`config.mk`:
```
export PLATFORM = sky130hd
export DESIGN_NAME = tip_queue
export DESIGN_NICKNAME = d
export VERILOG_FILES = /design/src/hw/rtl/tip_pkg.sv /design/src/hw/rtl/tip_queue.sv
export SDC_FILE = /design/constraint.sdc
export NUM_CORES = 1
export LEC_CHECK = 0
export BUFFER_PORTS_ARGS = -buffer_cell sky130_fd_sc_hd__buf_2
export CAP_MARGIN = 20
export CORE_ASPECT_RATIO = 2
export CORE_MARGIN = 3
export CORE_UTILIZATION = 36
export CTS_CLUSTER_DIAMETER = 30
export DETAILED_ROUTE_END_ITERATION = 10
export PLACE_DENSITY_LB_ADDON = 0.15
export REMOVE_ABC_BUFFERS = 1
export SLEW_MARGIN = 30
export SYNTH_ARGS = -nofsm -noshare
export SYNTH_HDL_FRONTEND = slang
export SYNTH_SLANG_ARGS = --single-unit
export TNS_END_PERCENT = 30
```
`constraint.sdc`:
```
create_clock -name clk_i -period 8.9 [get_ports clk_i]
set_clock_uncertainty 0.1 [all_clocks]
set_input_delay 0.89 -clock clk_i [delete_from_list [all_inputs] [get_ports clk_i]]
set_output_delay 0.89 -clock clk_i [all_outputs]
set_load 0.005 [all_outputs]
```
`src/hw/rtl/tip_pkg.sv`:
```
// Package for the tagged interval profiler: request and status codes,
// the request record passed from front to back, and table constants.
`timescale 1ns / 1ps
`default_nettype none
package tip_pkg;

  localparam int unsigned SlotCountDefault = 32;
  localparam int unsigned QueueDepth       = 2;
  localparam logic [63:0] MinReset         = 64'h0000_0000_FFFF_FFFF;
  localparam logic [31:0] CallsMax         = 32'hFFFF_FFFF;

  typedef enum logic [1:0] {
    ReqBegin = 2'd0,
    ReqEnd   = 2'd1,
    ReqClear = 2'd2,
    ReqNone  = 2'd3
  } req_e;

  typedef enum logic [2:0] {
    StStarted   = 3'd0,
    StRestarted = 3'd1,
    StStopped   = 3'd2,
    StNotFound  = 3'd3,
    StFull      = 3'd4,
    StCleared   = 3'd5,
    StNoBegin   = 3'd6
  } status_e;

  typedef enum logic [1:0] {
    BkIdle  = 2'd0,
    BkRead  = 2'd1,
    BkCalc  = 2'd2,
    BkOut   = 2'd3
  } bk_state_e;

  // Classified request handed to the back end; slot is a full 8-bit index.
  typedef struct packed {
    req_e        req;
    logic        hit;
    logic [7:0]  slot;
    logic [63:0] ts;
  } cmd_t;

endpackage
`default_nettype wire

```
`src/hw/rtl/tip_queue.sv`:
```
// Two-entry command queue between front and back ends. Uses tip_pkg.
`timescale 1ns / 1ps
`default_nettype none
module tip_queue (
  input  wire logic          clk_i,
  input  wire logic          rst_ni,
  input  wire logic          in_valid_i,
  output logic               in_stall_o,
  input  wire tip_pkg::cmd_t in_i,
  output logic               out_valid_o,
  input  wire logic          out_stall_i,
  output tip_pkg::cmd_t      out_o
);
  tip_pkg::cmd_t q_q [tip_pkg::QueueDepth];
  logic [1:0] cnt_q;
  logic       push, pop;

  assign in_stall_o  = cnt_q == 2'(tip_pkg::QueueDepth);
  assign out_valid_o = cnt_q != 2'd0;
  assign out_o       = q_q[0];
  assign push        = in_valid_i && !in_stall_o;
  assign pop         = out_valid_o && !out_stall_i;

  always_ff @(posedge clk_i or negedge rst_ni) begin
    if (!rst_ni) cnt_q <= '0;
    else cnt_q <= cnt_q + 2'(push) - 2'(pop);
  end

  // Shift register queue: head at entry 0; a push lands behind the last
  // entry that remains after a pop.
  always_ff @(posedge clk_i) begin
    if (pop) q_q[0] <= q_q[1];
    if (push) q_q[cnt_q[0] ^ pop] <= in_i;
  end
endmodule
`default_nettype wire

```
==> impl_summary.txt <==
----------------------------------------------------
[Critical path]
  Crit path required time ... 8.96 ns
  Crit start category ... input port
  Worst setup path category ... in -> reg
  Critical Path Fanout Max ... 46
  Worst endpoint data arrival time ... 2.76 ns
  Nature of the critical path endpoint ... register

[STA]
  Post-route fraction of the period consumed by the critical path ... 0.3037
  Setup TNS ... 0 ns
  Crit path time final ... 2.703 ns
  Number of hold violations in the final report ... 0
  Worst path setup slack after routing ... 6.197 ns
  Maximum achievable frequency ... roughly 370 MHz
  Transition at the pin with the smallest max-transition slack ... 0.7857 ns
  Worst rel slew slack ... 0.4762
  Count of final setup violators ... 0
  RSZ-0062 raised after global routing ... no
  Number of slew-limit violations in the final report ... 0

[Drt]
  Number of design-rule violations left by the first detailed-router iteration ... 108
  Total Routed Length ... 11,000 um
  Number of vias per cell after detailed routing ... 4.454
  Vias after detailed routing ... ~2,800
  Antenna Nets Post-Route ... 0
  Detailed-router iteration count before antenna repair ... 4
  Count of unresolved DRC violations after routing ... 0
  Average wire length per cell after detail routing ... 17.40 um

[Floorplanning]
  Row count ... 64
  Floorplan die area ... 17,670 um2
  Die Y-Extent ... 185.0 um
  Placeable core area ... 15,530 um2
  Starting density of the core ... 0.3713
  Top-level port count ... approximately 160
  Horizontal extent of the die ... 95.51 um

[Placed design]
  Placed Area ... a little under 7000 um2
  HPWL after detailed placement ... between 7000 and 8000 um
  Gp weighted congestion ... between 0.7 and 0.8
  Count of buffers inserted at the top-level ports ... 155
  Place WS ... 5.724 ns

[Run status]
  Run status ... finished, final reports clean

[Global routing]
  First-pass GRT wire length ... around 17,000 um
  Met3 Use GR ... 0.03780
  Number of antenna violations at the first check in global routing ... 1
  Met1 usage ... 0.1487
  Pin count of the biggest net entering global routing ... 48
  Vias in the first global route ... between 3,000 and 4,000
  All-Layer GR Usage ... 0.1290
  Busiest grt layer ... met2
  GR Util met2 ... 0.2171
  Overflow left after global routing ... 0

[Clock network]
  CTS tree ... yes
  Number of hold buffers added after cts ... 0
  Number of setup buffers added after CTS ... 0
  Root buf cell ... sky130_fd_sc_hd__clkbuf_16
  Number of gates given a new drive strength after cts ... 0
  Worst-path clk slew ... about 0.060 ns
  Buffers from clock root to sink, at most ... 2
  Insertion delay to the later sink of the worst-skew pair ... 0.41 ns
  CTS H-Tree Depth ... 4
  CTS sink count ... 152
  CTS buffer count ... 17

[Yosys]
  Number of flip-flops and latches in the synthesized netlist ... 152
  Netlist cell types ... 17
  Yosys warns ... 0
  Mean Syn Cell Area ... 23.07 um2
  Number of standard cells after synthesis ... 250
  Part of the Yosys area used for sequential elements ... 0.7896
  Synth Cell Area ... ~5800 um2

[Power and ir drop]
  Pwr per Cell Area ... 310.9 nW/um2
  Worst IR drop on VDD ... slightly above 200 uV
  Cell leakage power ... slightly below 3 nW
  Final total power ... 2.307 mW

[Cells and area]
  Share of the core filled with cells ... 0.4777
  Post-route cell area ... between 7000 and 8000 um2
  Net count of the finished layout ... 501
  Synthesis-to-layout area growth ... 28.66%
  Fraction of final layout cells with drive strength greater than 1 ... 0.6212

[Worst hold path]
  Min-delay worst type ... in -> async

[Run]
  Max-capacitance violation count ... 0

----------------------------------------------------
==> critical path: stages <==
cell and delay (ns):
sky130_fd_sc_hd__buf_2 0.13, sky130_fd_sc_hd__nand2_1 0.09, sky130_fd_sc_hd__nand3_4 0.44, sky130_fd_sc_hd__buf_4 0.72
sky130_fd_sc_hd__mux2_2 0.41
==> routing by layer <==
| layer | wire (um) | vias up |
|---|---|---|
| li1 | - | 1332 |
| met1 | 4215 | 1390 |
| met2 | 6014 | 84 |
| met3 | 609 | 9 |
| met4 | 155 | 0 |
| met5 | 0 | - |
==> power by group <==
group          leakage (nW)  total [mW]  internal (mW)  switching [mW]
logic                  1.25       0.507          0.257           0.250
clock network         0.285       0.739          0.466           0.274
registers              1.45        1.06           1.01          0.0462
==> registers in the layout, summed over array words and instances, names as in the netlist <==
name / cells
cnt_q: 2
q_q: 150
==> Yosys cell counts <==
| master | n | share of area |
|---|---|---|
| sky130_fd_sc_hd__a21oi_1 | 1 | 0.00087 |
| sky130_fd_sc_hd__and3_1 | 1 | 0.0011 |
| sky130_fd_sc_hd__buf_2 | 2 | 0.0017 |
| sky130_fd_sc_hd__buf_6 | 6 | 0.012 |
| sky130_fd_sc_hd__dfrtp_1 | 2 | 0.0087 |
| sky130_fd_sc_hd__edfxtp_1 | 150 | 0.78 |
| sky130_fd_sc_hd__ha_1 | 2 | 0.0043 |
| sky130_fd_sc_hd__inv_1 | 2 | 0.0013 |
| sky130_fd_sc_hd__mux2_2 | 25 | 0.049 |
| sky130_fd_sc_hd__mux2_4 | 50 | 0.13 |
| sky130_fd_sc_hd__nand2_1 | 2 | 0.0013 |
| sky130_fd_sc_hd__nand2b_2 | 1 | 0.0015 |
| sky130_fd_sc_hd__nand3_2 | 1 | 0.0017 |
| sky130_fd_sc_hd__nor2_1 | 1 | 0.00065 |
| sky130_fd_sc_hd__nor2b_1 | 1 | 0.0011 |
| sky130_fd_sc_hd__or2_2 | 1 | 0.0011 |
| sky130_fd_sc_hd__xnor2_1 | 2 | 0.0030 |
==> worst paths after layout <==
path,start,to,slack (ns),cells past startpoint
max,out_stall_i,q_q[0][7],6.20,5
min in group clk_i,cnt_q[1],cnt_q[1],0.42,1
min reg2reg,cnt_q[1],cnt_q[1],0.42,1
max in group asynchronous,rst_ni,cnt_q[1],8.44,1
max reg2reg,cnt_q[0],q_q[0][7],6.26,4
min,rst_ni,cnt_q[0],0.16,1
==> placed cells by master (no fill, tap or decap), drive strengths merged, types with 2 or more instances in the layout <==
cell type	synthesis	layout
buf	8	159
edfxtp	150	150
mux2	75	75
clkbuf	0	18
clkinvlp	0	5
clkinv	0	5
bufinv	0	4
inv	2	2
nand2	2	2
xnor2	2	2
ha	2	2
dfrtp	2	2
==> cells by family (layout without fill, tap and decap cells) <==
logic type               count (synthesis)  after routing  synth area share
AO/OA/AOI/OAI                            1              1         0.0008668
XOR/XNOR                                 2              2          0.003037
adder cells (fa/ha/maj)                  2              2          0.004338
buffers and inverters                   10            193           0.01475
flip-flops                             152            152            0.7896
multiplexers                            75             75            0.1790
other                                    0              1                 0
AND/OR/NAND/NOR                          8              8          0.008462
==> stage by stage <==
step	hold WS, ns	std cells
2_1_floorplan	0.3793	242
3_3_place_gp	0.4025	597
3_5_place_dp	0.4228	598
4_1_cts	0.1367	630
5_1_grt	0.1318	632
6_report	0.1603	632
==> final cells by class <==
type | count | area, um2
tap | 198 | 247.7
fill | 1368 | 8114
timing repair buffer | 159 | 845.8
inverter | 2 | 7.507
antenna | 1 | 2.502
sequential | 152 | 4554
multi-input combinational | 88 | 1152
clock inverter | 14 | 181.4
clock buffer | 18 | 429.2
(Power assumes the default switching activity.)
