--- src/hw/rtl/tip_pkg.sv ---
// Package for the tagged interval profiler: request and status codes,
// the request record passed from front to back, and table constants.
`timescale 1ns / 1ps
`default_nettype none
package tip_pkg;

  localparam int unsigned SlotCountDefault = 32;
  localparam int unsigned QueueDepth       = 2;
  localparam logic [63:0] MinReset         = 64'h0000_0000_FFFF_FFFF;
  localparam logic [31:0] CallsMax         = 32'hFFFF_FFFF;

  typedef enum logic [1:0] {
    ReqBegin = 2'd0,
    ReqEnd   = 2'd1,
    ReqClear = 2'd2,
    ReqNone  = 2'd3
  } req_e;

  typedef enum logic [2:0] {
    StStarted   = 3'd0,
    StRestarted = 3'd1,
    StStopped   = 3'd2,
    StNotFound  = 3'd3,
    StFull      = 3'd4,
    StCleared   = 3'd5,
    StNoBegin   = 3'd6
  } status_e;

  typedef enum logic [1:0] {
    BkIdle  = 2'd0,
    BkRead  = 2'd1,
    BkCalc  = 2'd2,
    BkOut   = 2'd3
  } bk_state_e;

  // Classified request handed to the back end; slot is a full 8-bit index.
  typedef struct packed {
    req_e        req;
    logic        hit;
    logic [7:0]  slot;
    logic [63:0] ts;
  } cmd_t;

endpackage
`default_nettype wire

--- src/hw/rtl/tip_front.sv ---
// Front end: accepts requests, matches tags against the slot table and
// allocates slots. Pushes classified commands into the queue. Uses tip_pkg.
`timescale 1ns / 1ps
`default_nettype none
module tip_front #(
  parameter int unsigned SlotCount = tip_pkg::SlotCountDefault
) (
  input  wire logic              clk_i,
  input  wire logic              rst_ni,
  input  wire logic              valid_i,
  output logic                   stall_o,
  input  wire logic [1:0]        req_type_i,
  input  wire logic [31:0]       tag_key_i,
  input  wire logic [63:0]       timestamp_i,
  output logic                   cmd_valid_o,
  input  wire logic              cmd_stall_i,
  output tip_pkg::cmd_t          cmd_o,
  input  wire logic              busy_i
);
  localparam int unsigned IdxW = (SlotCount > 1) ? $clog2(SlotCount) : 1;

  logic [SlotCount-1:0] used_q;
  logic [31:0]          tag_q [SlotCount];
  logic                 pend_q;
  tip_pkg::cmd_t        cmd_q;

  logic [SlotCount-1:0] match;
  logic                 hit, any_free;
  logic [IdxW-1:0]      hit_idx, free_idx;
  logic                 acc;

  // Parallel tag match and lowest-free search (independent elements).
  always_comb begin
    hit = 1'b0; hit_idx = '0; any_free = 1'b0; free_idx = '0;
    for (int i = SlotCount - 1; i >= 0; i--) begin
      match[i] = used_q[i] && (tag_q[i] == tag_key_i);
      if (match[i]) begin hit = 1'b1; hit_idx = IdxW'(i); end
      if (!used_q[i]) begin any_free = 1'b1; free_idx = IdxW'(i); end
    end
  end

  // One request in flight; table state is owned here between requests.
  assign stall_o     = pend_q || busy_i;
  assign acc         = valid_i && !stall_o;
  assign cmd_valid_o = pend_q;
  assign cmd_o       = cmd_q;

  always_ff @(posedge clk_i or negedge rst_ni) begin
    if (!rst_ni) begin
      used_q <= '0;
      pend_q <= 1'b0;
    end else begin
      if (pend_q && !cmd_stall_i) pend_q <= 1'b0;
      if (acc) begin
        case (tip_pkg::req_e'(req_type_i))
          tip_pkg::ReqBegin: begin
            pend_q <= 1'b1;
            if (!hit && any_free) used_q[free_idx] <= 1'b1;
          end
          tip_pkg::ReqEnd:   pend_q <= 1'b1;
          tip_pkg::ReqClear: begin
            pend_q <= 1'b1;
            used_q <= '0;
          end
          default: ;
        endcase
      end
    end
  end

  // Tag store and command payload.
  always_ff @(posedge clk_i) begin
    if (acc) begin
      cmd_q.ts  <= timestamp_i;
      if (tip_pkg::req_e'(req_type_i) == tip_pkg::ReqBegin && !hit && any_free) begin
        tag_q[free_idx] <= tag_key_i;
        cmd_q.hit  <= 1'b0;
        cmd_q.slot <= 8'(free_idx);
      end else begin
        cmd_q.hit  <= hit;
        cmd_q.slot <= 8'(hit_idx);
      end
      // A fresh allocation is flagged through hit=0; a begin on a full table
      // is passed on as a no-op command, which the back end reports as full.
      if (tip_pkg::req_e'(req_type_i) == tip_pkg::ReqBegin && !hit && !any_free)
        cmd_q.req <= tip_pkg::ReqNone;
      else
        cmd_q.req <= tip_pkg::req_e'(req_type_i);
    end
  end

  as_no_accept_pending: assert property (@(posedge clk_i) disable iff (!rst_ni)
    pend_q |-> !acc) else $error("accept while command pending");
  as_clear_frees: assert property (@(posedge clk_i) disable iff (!rst_ni)
    (acc && req_type_i == tip_pkg::ReqClear) |=> used_q == '0)
    else $error("clear left slots used");
  as_alloc_sets: assert property (@(posedge clk_i) disable iff (!rst_ni)
    (acc && req_type_i == tip_pkg::ReqBegin) |=> used_q[cmd_q.slot[IdxW-1:0]])
    else $error("begin slot not used");
endmodule
`default_nettype wire

--- config.mk ---
export PLATFORM = sky130hd
export DESIGN_NAME = tip_front
export DESIGN_NICKNAME = d
export VERILOG_FILES = /design/src/hw/rtl/tip_pkg.sv /design/src/hw/rtl/tip_front.sv
export SDC_FILE = /design/constraint.sdc
export NUM_CORES = 1
export LEC_CHECK = 0
export ABC_AREA = 0
export BUFFER_PORTS_ARGS = -buffer_cell sky130_fd_sc_hd__buf_2
export CAP_MARGIN = 20
export CORE_MARGIN = 5
export CORE_UTILIZATION = 67
export DETAILED_ROUTE_END_ITERATION = 8
export GPL_ROUTABILITY_DRIVEN = 0
export PLACE_DENSITY = 0.88
export SYNTH_ARGS = -nofsm -noshare
export SYNTH_HDL_FRONTEND = slang
export SYNTH_SLANG_ARGS = --single-unit
export TNS_END_PERCENT = 5
--- constraint.sdc ---
create_clock -name clk_i -period 24 [get_ports clk_i]
set_input_delay 1.2 -clock clk_i [delete_from_list [all_inputs] [get_ports clk_i]]
set_output_delay 1.2 -clock clk_i [all_outputs]
set_load 0.02 [all_outputs]
==> results.json <==
{
  "max_slew_margin_pct": 26.5,
  "synth_ff_type": "edfxtp_1",
  "wirelength_mm": 133,
  "ys_seq_area_share_pct": 66.2,
  "antenna_found_initial": 2,
  "pin_count": 180,
  "via_per_inst": 6.80,
  "cts_resized": 0,
  "start_kind": "input pin",
  "final_common_cell": "edfxtp_1",
  "required_ns": 24.31,
  "synth_adder_area_share_pct": 0,
  "synth_compound_area_share_pct": 1.49,
  "grt_max_degree": 73,
  "insertion_delay_ns": 0.69,
  "crit_fanout": 35,
  "die_area_sq_um": 81600,
  "core_sq_um": 75700,
  "grt-busiest-layer": "met2",
  "root_buffer": "clkbuf_16",
  "synth_area_leaders": "edfxtp_1 65%, xor2_1 11%, xnor2_1 6.8%, nor4_1 3.3%, nand4_1 2.4%",
  "ant_nets": 0,
  "arrival_ns": 6.23,
  "cts_tree": "done",
  "die_h_microns": 286,
  "postSynthAreaPerCell_sq_um": 15.1,
  "instances_no_fill": 4652,
  "place_inst": 4450,
  "finalClockSkew_ns": 0.0332,
  "initialDrtViolationCount": 4788,
  "setup_violations": 0,
  "wl_per_cell_microns": 28.6,
  "worst_slack_ns": 18.08,
  "grt_pass1_wl_mm": 197,
  "htreeDepth": 3,
  "cts.sinks": 1129,
  "min_path_type": "flop to flop",
  "min_to": "cmd_valid_o",
  "die_w_microns": 286,
  "place_hpwl_mm": 78.9,
  "dp_slack_ns": 17.69,
  "ys_ff_latch": 1129,
  "grt_use_met3_pct": 8.16,
  "synthSimpleGateAreaFrac_pct": 11.3,
  "first_global_vias": 31500,
  "synth_xor_area_share_pct": 17.5,
  "r2r_slack_ns": 19.48,
  "fin_crit_sh_pct": 24.7,
  "synth_area_leader_cell": "edfxtp_1",
  "rsz0062_at_grt": "false",
  "slew_viol_final": 0,
  "postCtsSetupBuffers": 0,
  "power.leakage_nw": 17.9,
  "final-hold-violation-count": 0,
  "vias": 31600,
  "critPathKind": "input pin to flop",
  "outcome": "finished, final reports clean",
  "min_from": "cmd_valid_o",
  "port_buffers": 176,
  "cellPowerDensity_nw_per_um2": 74.5,
  "r2r_start": "tag_q[19][9]",
  "grt.met2_usage_pct": 50.0,
  "end_kind": "flop",
  "p_total_mw": 4.14,
  "design_area_sq_um": 55500,
  "yosys.area.top_type_share_pct": 64.6,
  "clock.fmax_mhz": 169,
  "grt_usage_pct": 32.0,
  "r2r_end": "tag_q[11][28]",
  "drv_cap": 0,
  "drc": 0,
  "synth_mux_area_share_pct": 0,
  "layout-drive-gt1-share_pct": 12.6,
  "yosys_warnings": 0,
  "tns_ns": 0,
  "fin_nets": 3685,
  "first_pass_iters": 6,
  "ir_worst_vdd_mv": 0.0700,
  "hold_depth": 1,
  "row_count": 101,
  "synthCells": 3368,
  "r2r_cells": 10,
  "syn2layout_area_growth_pct": 9.02,
  "worst_pin_slew_ns": 1.10,
  "synth_edf_count": 1096,
  "start_util_pct": 67.3,
  "cts_hold_buf": 0,
  "final_cell_mix": "1,096 x edfxtp_1, 620 x xor2_1, 398 x xnor2_1, 269 x nor4_1, 194 x nand4_1",
  "synth_top_family_by_area": "XOR/XNOR gates",
  "synthArstFlopShare_pct": 2.92,
  "cts_buffers": 108,
  "cts_max_path_buffers": 3,
  "placed_area_sq_um": 52100,
  "path_clk_slew_ns": 0.06,
  "yosysUniqueCellTypes": 72,
  "gr-total-overflow": 0,
  "n_antenna_cell": 0,
  "netlist_area_sq_um": 50900,
  "met1_usage_pct": 43.2,
  "min_period_ns": 5.92
}
## metal layers
metal  share of wire, %  vias up  routed length [microns]
li1                   -    13100                        -
met1                 36    15400                    47500
met2                 46     2592                    60600
met3                 13      525                    17900
met4                5.2        2                     6940
met5              0.011        -                       14
## worst max-delay path: stages
cell and delay (ns):
buf_4 0.52, buf_4 0.68, xnor2_1 0.24, nand4_1 0.17
or4_1 0.18, nor3_1 0.12, nor4_2 0.71, nand4_2 0.25
nor4_1 0.45, nand3b_1 0.76, nor2_2 0.43, buf_4 0.44
## registers in the layout, summed over array words and instances (netlist names)
| signal | count |
|---|---|
| tag_q | 1024 |
| used_q | 32 |
| cmd_valid_o | 1 |
| cmd_o | 72 |
## area by class of cell
class	count	area (sq um)
inverters	25	93.8
flip-flops and latches	1129	33700
clock buffers	128	2820
well taps	978	1220
multi-input cells	2076	15600
clock inverters	74	613
repair buffers	242	1460
fillers	4310	20200
## worst max-delay path by stage
| stage | start | end | slack (ns) |
|---|---|---|---|
| 2_1_floorplan | busy_i | tag_q[10][0] | 14.75 |
| 3_3_place_gp | tag_key_i[16] | tag_q[29][21] | 17.91 |
| 3_5_place_dp | tag_key_i[9] | tag_q[11][26] | 17.69 |
| 4_1_cts | tag_key_i[20] | tag_q[11][6] | 18.34 |
| 5_1_grt | tag_key_i[10] | tag_q[11][6] | 18.05 |
| 6_report | tag_key_i[10] | tag_q[11][28] | 18.08 |
## per-stage QoR
stage | utilization (%) | hold slack, ns
floorplan | - | 0.482
global placement | 68.8 | 0.511
detailed placement | 68.8 | 0.513
CTS | 73.4 | 0.539
global route | 73.4 | 0.575
finish | 73.4 | 0.537
## report_power, final
| part | internal [mW] | leakage [nW] | switching [mW] |
|---|---|---|---|
| Combinational | 0.0764 | 5.87 | 0.216 |
| Clock | 0.935 | 1.67 | 0.731 |
| Sequential | 2.17 | 10.3 | 0.00749 |
| Total | 3.19 | 17.9 | 0.954 |
## cell usage after synthesis, types with 3 or more instances
master / n
edfxtp_1: 1096
xor2_1: 620
xnor2_1: 398
nor4_1: 272
nand4_1: 194
nand2_1: 103
nor3_1: 74
nand3_1: 71
buf_8: 58
nor2_1: 39
or4_1: 36
buf_4: 33
buf_6: 33
dfrtp_1: 33
nand4b_1: 27
inv_1: 22
nor4b_1: 22
o21ai_0: 22
nand2b_1: 21
or2_2: 16
a21o_1: 13
a22o_1: 13
nor2b_1: 12
a21oi_1: 11
or3_1: 10
buf_12: 8
nor3b_1: 8
and2_1: 7
nor4_2: 6
or3b_2: 6
clkbuf_1: 5
nand3b_1: 5
nor3_2: 5
a21boi_0: 4
a31oi_1: 4
and3_1: 4
o2111ai_1: 4
o211ai_1: 4
o22ai_1: 4
a2111oi_0: 3
inv_2: 3
nand4bb_1: 3
## logic make-up (layout without fill, tap and decap cells)
family,after synthesis,in the layout
flip-flops,1129,1129
XOR/XNOR,1019,1019
AND/OR/NAND/NOR,952,952
buffers and inverters,165,469
AO/OA/AOI/OAI,102,102
other,1,3
Power figures use the tool's default switching activity.
